**src/sv/abqm_pkg.sv**
```systemverilog
`timescale 1ns / 1ps

package abqm_pkg;

  localparam int COEF_WIDTH_DEF     = 24;
  localparam int COEF_FRAC_BITS_DEF = 20;

  localparam int SAMPLE_W  = 16;
  localparam int HIST_Y_W  = 32;
  localparam int REG_IDX_W = 3;
  localparam int NUM_TAPS  = 5;

  typedef enum logic [1:0] {
    MODE_BYPASS = 2'd0,
    MODE_FILTER = 2'd1,
    MODE_MASK   = 2'd2
  } mode_t;

  // register indexes on the configuration port
  localparam logic [REG_IDX_W-1:0] REG_MODE     = 3'd0;
  localparam logic [REG_IDX_W-1:0] REG_COEF_B0  = 3'd1;
  localparam logic [REG_IDX_W-1:0] REG_COEF_B1  = 3'd2;
  localparam logic [REG_IDX_W-1:0] REG_COEF_B2  = 3'd3;
  localparam logic [REG_IDX_W-1:0] REG_COEF_FB1 = 3'd4;
  localparam logic [REG_IDX_W-1:0] REG_COEF_FB2 = 3'd5;
  localparam logic [REG_IDX_W-1:0] REG_AND_MASK = 3'd6;
  localparam logic [REG_IDX_W-1:0] REG_XOR_MASK = 3'd7;

  // tap order in the coefficient array
  localparam int TAP_B0  = 0;
  localparam int TAP_B1  = 1;
  localparam int TAP_B2  = 2;
  localparam int TAP_FB1 = 3;
  localparam int TAP_FB2 = 4;

  localparam logic [SAMPLE_W-1:0] AND_MASK_RST = 16'hFFFF;

  typedef struct packed {
    mode_t               mode;
    logic [SAMPLE_W-1:0] and_mask;
    logic [SAMPLE_W-1:0] xor_mask;
  } ctrl_t;

endpackage

```
**src/sv/abqm_cfg_if.sv**
```systemverilog
`timescale 1ns / 1ps

interface abqm_cfg_if #(
  parameter int DATA_W = abqm_pkg::COEF_WIDTH_DEF
);
  import abqm_pkg::*;

  logic                 valid;
  logic                 ready;
  logic [REG_IDX_W-1:0] index;
  logic [DATA_W-1:0]    data;

  modport source (output valid, output index, output data, input ready);
  modport sink (input valid, input index, input data, output ready);
endinterface

```
**src/sv/abqm_cfg_regs.sv**
```systemverilog
`timescale 1ns / 1ps

module abqm_cfg_regs #(
  parameter int COEF_WIDTH = abqm_pkg::COEF_WIDTH_DEF
) (
  input  logic                         clk,
  input  logic                         rst_n,
  abqm_cfg_if.sink                     cfg_if,
  output abqm_pkg::ctrl_t              ctrl,
  output logic signed [COEF_WIDTH-1:0] coef [abqm_pkg::NUM_TAPS]
);
  import abqm_pkg::*;

  ctrl_t                        ctrl_r;
  logic signed [COEF_WIDTH-1:0] coef_r [NUM_TAPS];

  assign cfg_if.ready = 1'b1;
  assign ctrl         = ctrl_r;
  assign coef         = coef_r;

  always_ff @(posedge clk) begin
    if (!rst_n) begin
      ctrl_r.mode     <= MODE_BYPASS;
      ctrl_r.and_mask <= AND_MASK_RST;
      ctrl_r.xor_mask <= '0;
      for (int i = 0; i < NUM_TAPS; i++) begin
        coef_r[i] <= '0;
      end
    end else if (cfg_if.valid) begin
      unique case (cfg_if.index)
        REG_MODE:     ctrl_r.mode     <= mode_t'(cfg_if.data[1:0]);
        REG_COEF_B0:  coef_r[TAP_B0]  <= cfg_if.data;
        REG_COEF_B1:  coef_r[TAP_B1]  <= cfg_if.data;
        REG_COEF_B2:  coef_r[TAP_B2]  <= cfg_if.data;
        REG_COEF_FB1: coef_r[TAP_FB1] <= cfg_if.data;
        REG_COEF_FB2: coef_r[TAP_FB2] <= cfg_if.data;
        REG_AND_MASK: ctrl_r.and_mask <= cfg_if.data[SAMPLE_W-1:0];
        REG_XOR_MASK: ctrl_r.xor_mask <= cfg_if.data[SAMPLE_W-1:0];
        default: ;
      endcase
    end
  end

endmodule

```
**src/flat_wrapper.sv**
```systemverilog
// flat-port wrapper written by rule: the top's interface ports become plain ports
module abqm_cfg_regs_flat import abqm_pkg::*;
#(
  parameter int COEF_WIDTH = abqm_pkg::COEF_WIDTH_DEF
)
  (clk, rst_n, ctrl, coef, cfg_if_valid, cfg_if_index, cfg_if_data, cfg_if_ready);
  abqm_cfg_if cfg_if_i ();
  input  logic clk;
  input  logic rst_n;
  output abqm_pkg::ctrl_t ctrl;
  output logic signed [COEF_WIDTH-1:0] coef[abqm_pkg::NUM_TAPS];
  input wire logic [$bits(cfg_if_i.valid)-1:0] cfg_if_valid;
  input wire logic [$bits(cfg_if_i.index)-1:0] cfg_if_index;
  input wire logic [$bits(cfg_if_i.data)-1:0] cfg_if_data;
  output wire logic [$bits(cfg_if_i.ready)-1:0] cfg_if_ready;
  assign cfg_if_i.valid = cfg_if_valid;
  assign cfg_if_i.index = cfg_if_index;
  assign cfg_if_i.data = cfg_if_data;
  assign cfg_if_ready = cfg_if_i.ready;
  abqm_cfg_regs #(.COEF_WIDTH(COEF_WIDTH)) u_core (.clk(clk), .rst_n(rst_n), .cfg_if(cfg_if_i), .ctrl(ctrl), .coef(coef));
endmodule
```
**config.mk**
```make
export PLATFORM = sky130hd
export DESIGN_NAME = abqm_cfg_regs_flat
export DESIGN_NICKNAME = d
export VERILOG_FILES = /design/src/sv/abqm_pkg.sv /design/src/sv/abqm_cfg_if.sv /design/src/sv/abqm_cfg_regs.sv /design/src/flat_wrapper.sv
export SDC_FILE = /design/constraint.sdc
export NUM_CORES = 1
export LEC_CHECK = 0
export BUFFER_PORTS_ARGS = -buffer_cell sky130_fd_sc_hd__buf_2
export CORE_MARGIN = 3
export CORE_UTILIZATION = 50
export DETAILED_ROUTE_END_ITERATION = 8
export PLACE_DENSITY = 0.84
export SLEW_MARGIN = 20
export SYNTH_ARGS = -nofsm -noshare
export SYNTH_HDL_FRONTEND = slang
export SYNTH_SLANG_ARGS = --single-unit
export TNS_END_PERCENT = 100
```
**constraint.sdc**
```tcl
create_clock -name clk -period 1.25 [get_ports clk]
set_input_delay 0 -clock clk [delete_from_list [all_inputs] [get_ports clk]]
set_output_delay 0 -clock clk [all_outputs]
set_load 0.02 [all_outputs]
```
After elaboration in Yosys (flattened, before gate mapping)
Index checks and enable logic that the tools add are counted.

operators by class
  equality and inequality tests = 7
  reductions and logical operators = 9

operators with widths
  kind                  number
  $reduce_and A2 Y1     8
  $eq A3 B3 Y1 const B  4
  $eq A3 B2 Y1 const B  2
  $eq A3 B1 Y1 const B  1
  $logic_not A3 Y1      1

word-level totals
  register bits = 154
  input bits = 30
  output and inout port bits = 155
  word-level logic and storage cells = 24

Longest topological paths before layout
Gate-level depths: netlist (run 1).

  word-level depth = 2
  mapped depth = 4
  gate-level depth less buffers = 2

Worst setup path after synthesis (run 1)
Ideal clock, no wire load.

  kind = input to register
  from = in cfg_if_index[0]
  to = reg u_core.ctrl_r, in the netlist u_core.ctrl[32]
  arrival = 0.695 ns
  required time = 1.178 ns
  slack = 0.484 ns
  stages on the path = 2
  path buffers = 0
  path through = nor4b_1 -> mux2i_1

on the way
  word-level cells in the longest chain between the ends = 2

ends and longest elaborated chain
  what                         RTL line             RTL
  start: declaration           flat_wrapper.sv:13   input wire logic [$bits(cfg_if_i.index)-1:0] cfg_if_index;
  $logic_not A3 Y1             abqm_cfg_regs.sv:30  unique case (cfg_if.index)
  $reduce_and A2 Y1 (no line)  --
  end: declaration             abqm_cfg_regs.sv:14  ctrl_t ctrl_r;

Every way passes these cells.
A chain may end at the register's enable or synchronous reset.

==> results.sh, run 1 <==
export IMPL_first_pass_iters=4
export IMPL_synth_area_top_cells="dfxtp_1 (53%), mux2i_1 (27%), nand2_1 (11%)"
export IMPL_antenna_found_initial=0
export IMPL_min_from="cfg_if_data[23]"
export IMPL_netlist_area_leader_share_pct=53.4
export IMPL_worstSetupPathType="in -> reg"
export IMPL_fmax_ghz=0.925
export IMPL_rr_worst_depth=2
export IMPL_path_clk_slew_ps=60
export IMPL_status="complete, no violations"
export IMPL_overflow=0
export IMPL_finalSetupTns_ps=0
export IMPL_avgViaCountPerCell=5.12
export IMPL_antenna_left=0
export IMPL_comb_power_share_pct=7.7
export IMPL_place_congestion=0.835
export IMPL_drive_gt1_share_pct=30.3
export IMPL_grt_pass1_wl_um=24300
export IMPL_p_leak_uw=0.00407
export IMPL_pwr_share_clk_pct=47.3
export IMPL_die_area_sq_um=12900
export IMPL_synth_avg_cell_area_sq_um=10.5
export IMPL_vdd_drop_max_uv=921
export IMPL_wl_um=15400
export IMPL_finish_utilization_pct=69.8
export IMPL_min_period_over_period_pct=86.4
export IMPL_io_buffers=183
export IMPL_ys_ff_latch=154
export IMPL_min_period_ps=1080
export IMPL_finalMaxSlewViolations=0
export IMPL_cts_setup_buffers=0
export IMPL_cts_buffers=17
export IMPL_hold_violations=0
export IMPL_swShare_pct=21.7
export IMPL_path_max_fanout=2
export IMPL_initialDrtViolationCount=281
export IMPL_setup_viol=0
export IMPL_hold_path_class="in -> reg"
export IMPL_core_sq_um=11100
export IMPL_ys_seq_area_share_pct=53.4
export IMPL_end_kind="flop"
export IMPL_hold_path_end="u_core.coef[95]"
export IMPL_num_vias=4631
export IMPL_intPower_uw=8840
export IMPL_clock_sinks=154
export IMPL_r2r_start="u_core.coef[68]"
export IMPL_syn_nets=581
export IMPL_arrival_ps=1380
export IMPL_cp_start_kind="input pin"
export IMPL_row_count=38
export IMPL_power_frac_seq_pct=45.0
export IMPL_fp_dieW_um=113
export IMPL_postCtsResizedCells=0
export IMPL_hold_ws_ps=27.2
export IMPL_cts_tree="done"
export IMPL_clock_latency_ps=400
export IMPL_rsz0062_at_grt="false"
export IMPL_layout_nets=784
export IMPL_synthDistinctLibCells=15
export IMPL_finalClockSkew_ps=0
export IMPL_ctsHtreeMaxLevel=4
export IMPL_netlist_area_sq_um=5770
export IMPL_yosys_warnings=0
export IMPL_grt_use_total_pct=24.1
export IMPL_dpl_hpwl_um=10700
export IMPL_drcViolationCount=0
export IMPL_cap_violations=0
export IMPL_num_io_pins=185
export IMPL_wire_per_inst_um=17.0
export IMPL_holdPathStages=3
export IMPL_grt_max_degree=51
export IMPL_grt_pass1_vias=4759
export IMPL_synthToLayoutAreaGrowth_pct=33.9
export IMPL_hold_buffers=24
export IMPL_rr_endpoint="u_core.coef[68]"
export IMPL_yosys_area_top_type="dfxtp_1"
export IMPL_initial_core_util_pct=52.1
export IMPL_critical_path_required_ps=1550
export IMPL_root_buffer="clkbuf_16"
export IMPL_power_per_cell_area_nw_per_um2=1460
export IMPL_p_switching_uw=2450
export IMPL_cts_buffer_depth=2
export IMPL_reg2reg_slack_ps=570
export IMPL_n_fill_cell=837
export IMPL_antennaDiodeCount=0
export IMPL_synthCells=551
export IMPL_dieHeight_um=113
-- through the flow --
step	area [sq um]	setup slack, ps	std cells	power [uW]
after floorplan	5770	484	551	5680
after global placement	6870	281	851	5960
after detailed placement	6870	211	851	5990
after CTS	7730	202	905	11300
after global routing	7730	126	905	11700
final	7730	169	905	11300
-- worst max-delay path by stage --
stage	start	to	cells past startpoint
finish	cfg_if_data[10]	u_core.ctrl[26]	5
detailed placement	cfg_if_index[2]	u_core.coef[54]	4
global route	cfg_if_data[10]	u_core.ctrl[26]	5
floorplan	cfg_if_index[0]	u_core.ctrl[32]	2
CTS	cfg_if_data[10]	u_core.ctrl[26]	5
global placement	cfg_if_index[2]	u_core.coef[60]	4
-- routing by layer --
| layer | global-route usage [%] | routed length [um] | share of wire, % | up-vias |
|---|---|---|---|---|
| met2 | 41.7 | 7430 | 48 | 197 |
| met5 | 0 | 0 | 0 | - |
| met3 | 7.85 | 1330 | 8.6 | 36 |
| li1 | - | - | - | 2216 |
| met1 | 27.0 | 6210 | 40 | 2182 |
| met4 | 10.8 | 461 | 3.0 | 0 |
-- sequential cells by signal, indices dropped and copies added, names as in the netlist --
signal       flops
u_core.ctrl     34
u_core.coef    120
-- cells in the mapped netlist --
master and number:
and4b_1 2, nor2b_1 32, nor4b_1 1, buf_4 10, nand4_2 1, nand4bb_1 3, nand2_1 162, clkbuf_1 9
buf_1 1, mux2i_1 154, buf_2 14, nand4b_1 1, conb_1 1, buf_6 6, dfxtp_1 154
-- area by class of cell --
| type | count | area (sq um) | area share [%] |
|---|---|---|---|
| Multi-Input combinational cell | 357 | 2450 | 31.7 |
| Clock inverter | 7 | 140 | 1.81 |
| Sequential cell | 154 | 3080 | 39.9 |
| Timing Repair Buffer | 224 | 1400 | 18.1 |
| Tap cell | 140 | 175 | 2.27 |
| Clock buffer | 23 | 478 | 6.18 |
-- critical path, cell delays in order --
cell and delay, ps:
dlygate4sd3_1 530, buf_2 140, nor2b_1 90, dlygate4sd3_1 550
mux2i_1 70
-- power by group through the flow --
stage / combinational [uW] / clock (uW) / sequential [uW]
after CTS: 873 / 5390 / 5080
after detailed placement: 812 / 0 / 5180
after global placement: 787 / 0 / 5180
after floorplan: 365 / 0 / 5310
final: 872 / 5340 / 5080
after global routing: 932 / 5640 / 5090
-- cells by family (layout without fill, tap and decap cells) --
| logic type | count (synthesis) | in the layout | synth area share, % |
|---|---|---|---|
| AND/OR/NAND/NOR | 202 | 202 | 15.5 |
| buffers and inverters | 40 | 254 | 4.34 |
| multiplexers | 154 | 154 | 26.7 |
| flip-flops | 154 | 154 | 53.4 |
| other | 1 | 1 | 0.0650 |
-- layout by cell type, fill, tap and decap left out --
cell / instances
buf_4: 9
and4b_1: 1
clkinv_2: 1
nor4b_1: 1
nand4b_1: 1
bufinv_16: 4
clkinvlp_4: 2
conb_1: 1
nor2b_1: 32
nand2_1: 162
clkbuf_1: 3
clkbuf_16: 17
mux2i_1: 154
dfxtp_1: 154
clkbuf_8: 3
buf_12: 9
buf_2: 182
dlygate4sd3_1: 24
and4b_2: 1
nand4_2: 1
nand4bb_2: 3
Power figures use the tool's default switching activity.
==> run 2, diff against run 1 <==
- ABC_AREA: not set -> 1
- CTS_BUF_LIST: not set -> sky130_fd_sc_hd__clkbuf_16
- PLACE_DENSITY: 0.84 -> 0.83
==> results.sh, run 2 <==
export IMPL_synth_top_cells_by_count="nor2_1 (282), nand2_1 (193), dfxtp_1 (154)"
export IMPL_fp_dieW_um=115
export IMPL_rsz0062_at_grt="false"
export IMPL_num_vias=6063
export IMPL_clock_latency_ps=420
export IMPL_largest_register_ffs=120
export IMPL_path_max_fanout=2
export IMPL_postPlaceCellArea_sq_um=7150
export IMPL_dpl_hpwl_um=11800
export IMPL_layout_nets=1081
export IMPL_grt_pass1_vias=5448
export IMPL_critPathTopFamily="flip-flops"
export IMPL_initialDrtViolationCount=662
export IMPL_netlist_area_sq_um=5980
export IMPL_ys_flop_type="dfxtp_1"
export IMPL_crit_buf_inv=1
export IMPL_die_area_sq_um=13300
export IMPL_wire_per_inst_um=14.9
export IMPL_cpPeakStageDelay_ps=360
export IMPL_ys_seq_area_share_pct=51.6
export IMPL_synth_avg_cell_area_sq_um=6.94
export IMPL_path_clk_slew_ps=60
export IMPL_grt_use_total_pct=26.9
export IMPL_cp_start_kind="flop"
export IMPL_cp_slowest_cell="dfxtp_1"
export IMPL_status="complete, no violations"
export IMPL_critical_path_required_ps=1250
export IMPL_num_io_pins=185
export IMPL_synth_edf_count=0
export IMPL_wl_um=18000
export IMPL_hold_path_class="in -> reg"
export IMPL_arrival_ps=970
export IMPL_initial_core_util_pct=51.7
export IMPL_end_kind="primary output"
export IMPL_finalSetupTns_ps=0
export IMPL_synthDistinctLibCells=12
export IMPL_antennaDiodeCount=0
export IMPL_io_buffers=183
export IMPL_min_period_over_period_pct=77.3
export IMPL_worstSetupPathType="reg -> out"
export IMPL_syn_nets=891
export IMPL_root_buffer="clkbuf_16"
export IMPL_synthToLayoutAreaGrowth_pct=32.2
export IMPL_yosys_area_top_type="dfxtp_1"
export IMPL_drive_gt1_share_pct=23.0
export IMPL_antenna_left=0
export IMPL_ctsHtreeMaxLevel=4
export IMPL_ys_ff_latch=154
export IMPL_drcViolationCount=0
export IMPL_fmax_ghz=1.03
export IMPL_overflow=0
export IMPL_first_pass_iters=5
export IMPL_synthCells=861
export IMPL_final_cell_mix="nor2_1 (277), nand2_1 (193), buf_2 (182)"
export IMPL_clock_sinks=154
export IMPL_yosys_warnings=0
export IMPL_path_cells="buf_2"
export IMPL_hold_violations=0
export IMPL_finalMaxSlewViolations=0
export IMPL_place_congestion=0.806
export IMPL_final_common_cell="nor2_1"
export IMPL_min_period_ps=966
export IMPL_cts_buffer_depth=2
export IMPL_cap_violations=0
export IMPL_row_count=39
export IMPL_core_sq_um=11600
export IMPL_avgViaCountPerCell=5.02
export IMPL_grt_pass1_wl_um=27700
export IMPL_setup_viol=0
export IMPL_grt_max_degree=84
export IMPL_cts_tree="done"
export IMPL_async_flop_share_pct=0
export IMPL_hold_ws_ps=20.3
export IMPL_vdd_drop_max_uv=950
export IMPL_finalClockSkew_ps=0
export IMPL_dieHeight_um=115
export IMPL_p_leak_uw=0.00396
export IMPL_antenna_found_initial=0
export IMPL_n_fill_cell=1012
export IMPL_postCtsResizedCells=0
export IMPL_yosysMostFrequentCell="nor2_1"
export IMPL_netlist_area_leader_share_pct=51.6
export IMPL_power_per_cell_area_nw_per_um2=1430
export IMPL_stdcell_area_sq_um=7900
export IMPL_synth_area_top_cells="dfxtp_1 (52%), nor2_1 (18%), nand2_1 (12%)"
export IMPL_cts_buffers=17
==> run 2: cell types whose count changed in the layout (fill, tap and decap cells not counted), sizes merged, moves of 31 or more <==
cell	before	now
inv	0	35
mux2i	154	0
nand2	162	193
nand3	0	138
nor2	0	288
nor2b	32	0
==> run 2: path summary, 6_finish.rpt <==
kind,slack [ps],start,depth (start not counted),end
worst max-delay path,280,u_core.coef[51],1,coef[51]
worst min-delay path,20,cfg_if_data[17],5,u_core.coef[65]
worst max register to register,630,u_core.coef[119],2,u_core.coef[119]
worst min register to register,460,u_core.ctrl[22],2,u_core.ctrl[22]
==> run 2: worst reg2reg max path: stages (launching register included) <==
cell,delay [ps]
dfxtp_1,320
nor2_1,130
nor2_1,70
==> run 2: layer usage <==
| metal | GRT usage (%) | up-vias | routed length (um) |
|---|---|---|---|
| li1 | - | 3050 | - |
| met1 | 32.7 | 2739 | 7360 |
| met2 | 43.8 | 245 | 8520 |
| met3 | 9.00 | 29 | 1620 |
| met4 | 11.0 | 0 | 453 |
| met5 | 0 | - | 0 |
==> run 2: cells by family (layout without fill, tap and decap cells) <==
family | count (synthesis) | after routing | share of synthesized area (%)
buffers and inverters | 87 | 290 | 6.38
flip-flops | 154 | 154 | 51.6
other | 1 | 1 | 0.0627
AND/OR/NAND/NOR | 619 | 619 | 42.0
==> run 2: power by group <==
| group | switching (uW) | internal, uW | total, uW |
|---|---|---|---|
| Combinational | 892 | 458 | 1350 |
| Clock | 1950 | 2860 | 4810 |
| Sequential | 92.2 | 5080 | 5180 |
| Total | 2930 | 8410 | 11300 |
==> run 2: per-stage QoR <==
step / util [%] / instances / setup slack [ps] / total power, uW
after floorplan: - / 861 / 389 / 6090
after global placement: 61.8 / 1154 / 192 / 6550
after detailed placement: 61.8 / 1154 / 153 / 6570
after CTS: 68.3 / 1207 / 272 / 11400
after global routing: 68.3 / 1207 / 243 / 11700
final: 68.3 / 1207 / 284 / 11300
==> run 2: area by class of cell <==
type / instances / area, sq um / area share [%]
Clock buffer: 17 / 425 / 5.38
Timing Repair Buffer: 228 / 1450 / 18.3
Tap cell: 143 / 179 / 2.26
Sequential cell: 154 / 3080 / 39.0
Multi-Input combinational cell: 620 / 2540 / 32.1
Inverter: 30 / 113 / 1.42
Clock inverter: 15 / 120 / 1.52
==> run 2: repair_timing <==
| action | 4_1_cts | 5_1_grt |
|---|---|---|
| hold buffers | 21 | 0 |
| setup endpoints to repair | 0 | 0 |
| endpoints found under the hold margin | 34 | 0 |
| setup buffers | 0 | 0 |
==> run 3, diff against run 2 <==
- ABC_AREA: 1 -> 0
- PLACE_DENSITY: 0.83 -> 0.84
- clock period: 1.25 -> 1 ns (I/O delays scaled with it)
==> results.sh, run 3 (same netlist as run 1, synthesis figures left out) <==
export IMPL_root_buffer="clkbuf_16"
export IMPL_finalMaxSlewViolations=0
export IMPL_setup_viol=0
export IMPL_dieHeight_um=113
export IMPL_initial_core_util_pct=52.1
export IMPL_antenna_found_initial=0
export IMPL_grt_max_degree=36
export IMPL_critPathTopFamily="flip-flops"
export IMPL_antenna_left=0
export IMPL_pre_cts_ws_ps=-1.35
export IMPL_end_kind="primary output"
export IMPL_hold_violations=0
export IMPL_io_buffers=183
export IMPL_final_cell_mix="buf_2 (181), nand2_1 (162), mux2i_1 (154), dfxtp_1 (154), nor2b_1 (32)"
export IMPL_final_common_cell="buf_2"
export IMPL_first_pass_iters=6
export IMPL_cts_tree="done"
export IMPL_power_per_cell_area_nw_per_um2=1770
export IMPL_num_io_pins=185
export IMPL_cp_slowest_cell="dfxtp_1"
export IMPL_path_cells="buf_2"
export IMPL_cap_violations=0
export IMPL_ctsHtreeMaxLevel=4
export IMPL_fp_dieW_um=113
export IMPL_avgViaCountPerCell=5.13
export IMPL_dpl_hpwl_um=11000
export IMPL_fmax_ghz=1.04
export IMPL_path_clk_slew_ps=60
export IMPL_clock_sinks=154
export IMPL_finalClockSkew_ps=0
export IMPL_place_congestion=0.815
export IMPL_p_leak_uw=0.00410
export IMPL_rsz0062_at_grt="false"
export IMPL_status="complete, no violations"
export IMPL_min_period_over_period_pct=96.5
export IMPL_cpPeakStageDelay_ps=370
export IMPL_worstSetupPathType="reg -> out"
export IMPL_num_vias=4687
export IMPL_grt_pass1_wl_um=25300
export IMPL_hold_path_class="in -> reg"
export IMPL_row_count=38
export IMPL_critical_path_required_ps=1000
export IMPL_dp_cells=858
export IMPL_min_period_ps=965
export IMPL_wire_per_inst_um=17.5
export IMPL_crit_buf_inv=1
export IMPL_core_sq_um=11100
export IMPL_cp_start_kind="flop"
export IMPL_layout_nets=791
export IMPL_cts_buffer_depth=2
export IMPL_initialDrtViolationCount=326
export IMPL_clock_latency_ps=400
export IMPL_grt_use_total_pct=25.1
export IMPL_synthToLayoutAreaGrowth_pct=34.7
export IMPL_vdd_drop_max_uv=911
export IMPL_fin_ws_ps=34.8
export IMPL_cts_buffers=17
export IMPL_drive_gt1_share_pct=30.8
export IMPL_path_max_fanout=2
export IMPL_die_area_sq_um=12900
export IMPL_drcViolationCount=0
export IMPL_arrival_ps=970
export IMPL_largest_register_ffs=120
export IMPL_overflow=0
export IMPL_final_cells=913
export IMPL_grt_pass1_vias=4866
export IMPL_wl_um=16000
export IMPL_antennaDiodeCount=0
run 3: changes by cell type in the layout (fill, tap and decap cells not counted), sizes merged, moves of 2 or more:
| cell | change |
|---|---|
| nor2 | -288 |
| mux2i | +154 |
| nand3 | -138 |
| nor2b | +32 |
| inv | -31 |
| nand2 | -31 |
| dlygate4sd3 | +3 |
| nand4bb | +3 |
| and4b | +2 |
| clkinv | -2 |
run 3: worst paths after layout:
path | end | cells past startpoint | slack (ps) | from
worst max-delay path | coef[5] | 1 | 30 | u_core.coef[5]
worst min-delay path | u_core.ctrl[2] | 4 | 100 | rst_n
worst min register to register | u_core.coef[109] | 2 | 460 | u_core.coef[109]
worst max register to register | u_core.coef[5] | 2 | 320 | u_core.coef[5]
run 3: final cells by class:
| type | count | area (sq um) |
|---|---|---|
| fill | 805 | 3310 |
| sequential | 154 | 3080 |
| multi-input combinational | 357 | 2450 |
| timing repair buffer | 231 | 1480 |
| clock buffer | 17 | 425 |
| tap | 140 | 175 |
| clock inverter | 14 | 156 |
run 3: timing repair:
item                                   in CTS  in global routing
endpoints found under the hold margin      49                  0
setup endpoints to repair                   0                  1
buffers inserted                            0                  0
resized for setup                           0                  1
hold buffers                               24                  0
run 3: layer usage:
layer	global-route usage, %	share of wire, %	up-vias
li1	-	-	2237
met2	43.3	49	181
met3	8.44	8.6	22
met4	9.54	2.0	0
met5	0	0	-
met1	28.9	40	2247
run 3: metrics by stage:
stage | hold slack (ps) | total power (uW) | utilization, % | setup TNS (ps) | cell area, sq um
3_3_place_gp | 271 | 7480 | 62.7 | 0 | 6950
4_1_cts | 78.7 | 13900 | 70.1 | 0 | 7770
3_5_place_dp | 289 | 7520 | 62.7 | -1.35 | 6950
6_report | 95.9 | 13800 | 70.2 | 0 | 7770
5_1_grt | 103 | 14200 | 70.2 | 0 | 7770
2_1_floorplan | 166 | 7090 | - | 0 | 5770
run 3: power by group:
group          internal (uW)  total (uW)  switching, uW
Combinational            452        1120            670
Sequential              6270        6350           75.1
Clock                   3880        6320           2430
Total                  10600       13800           3180
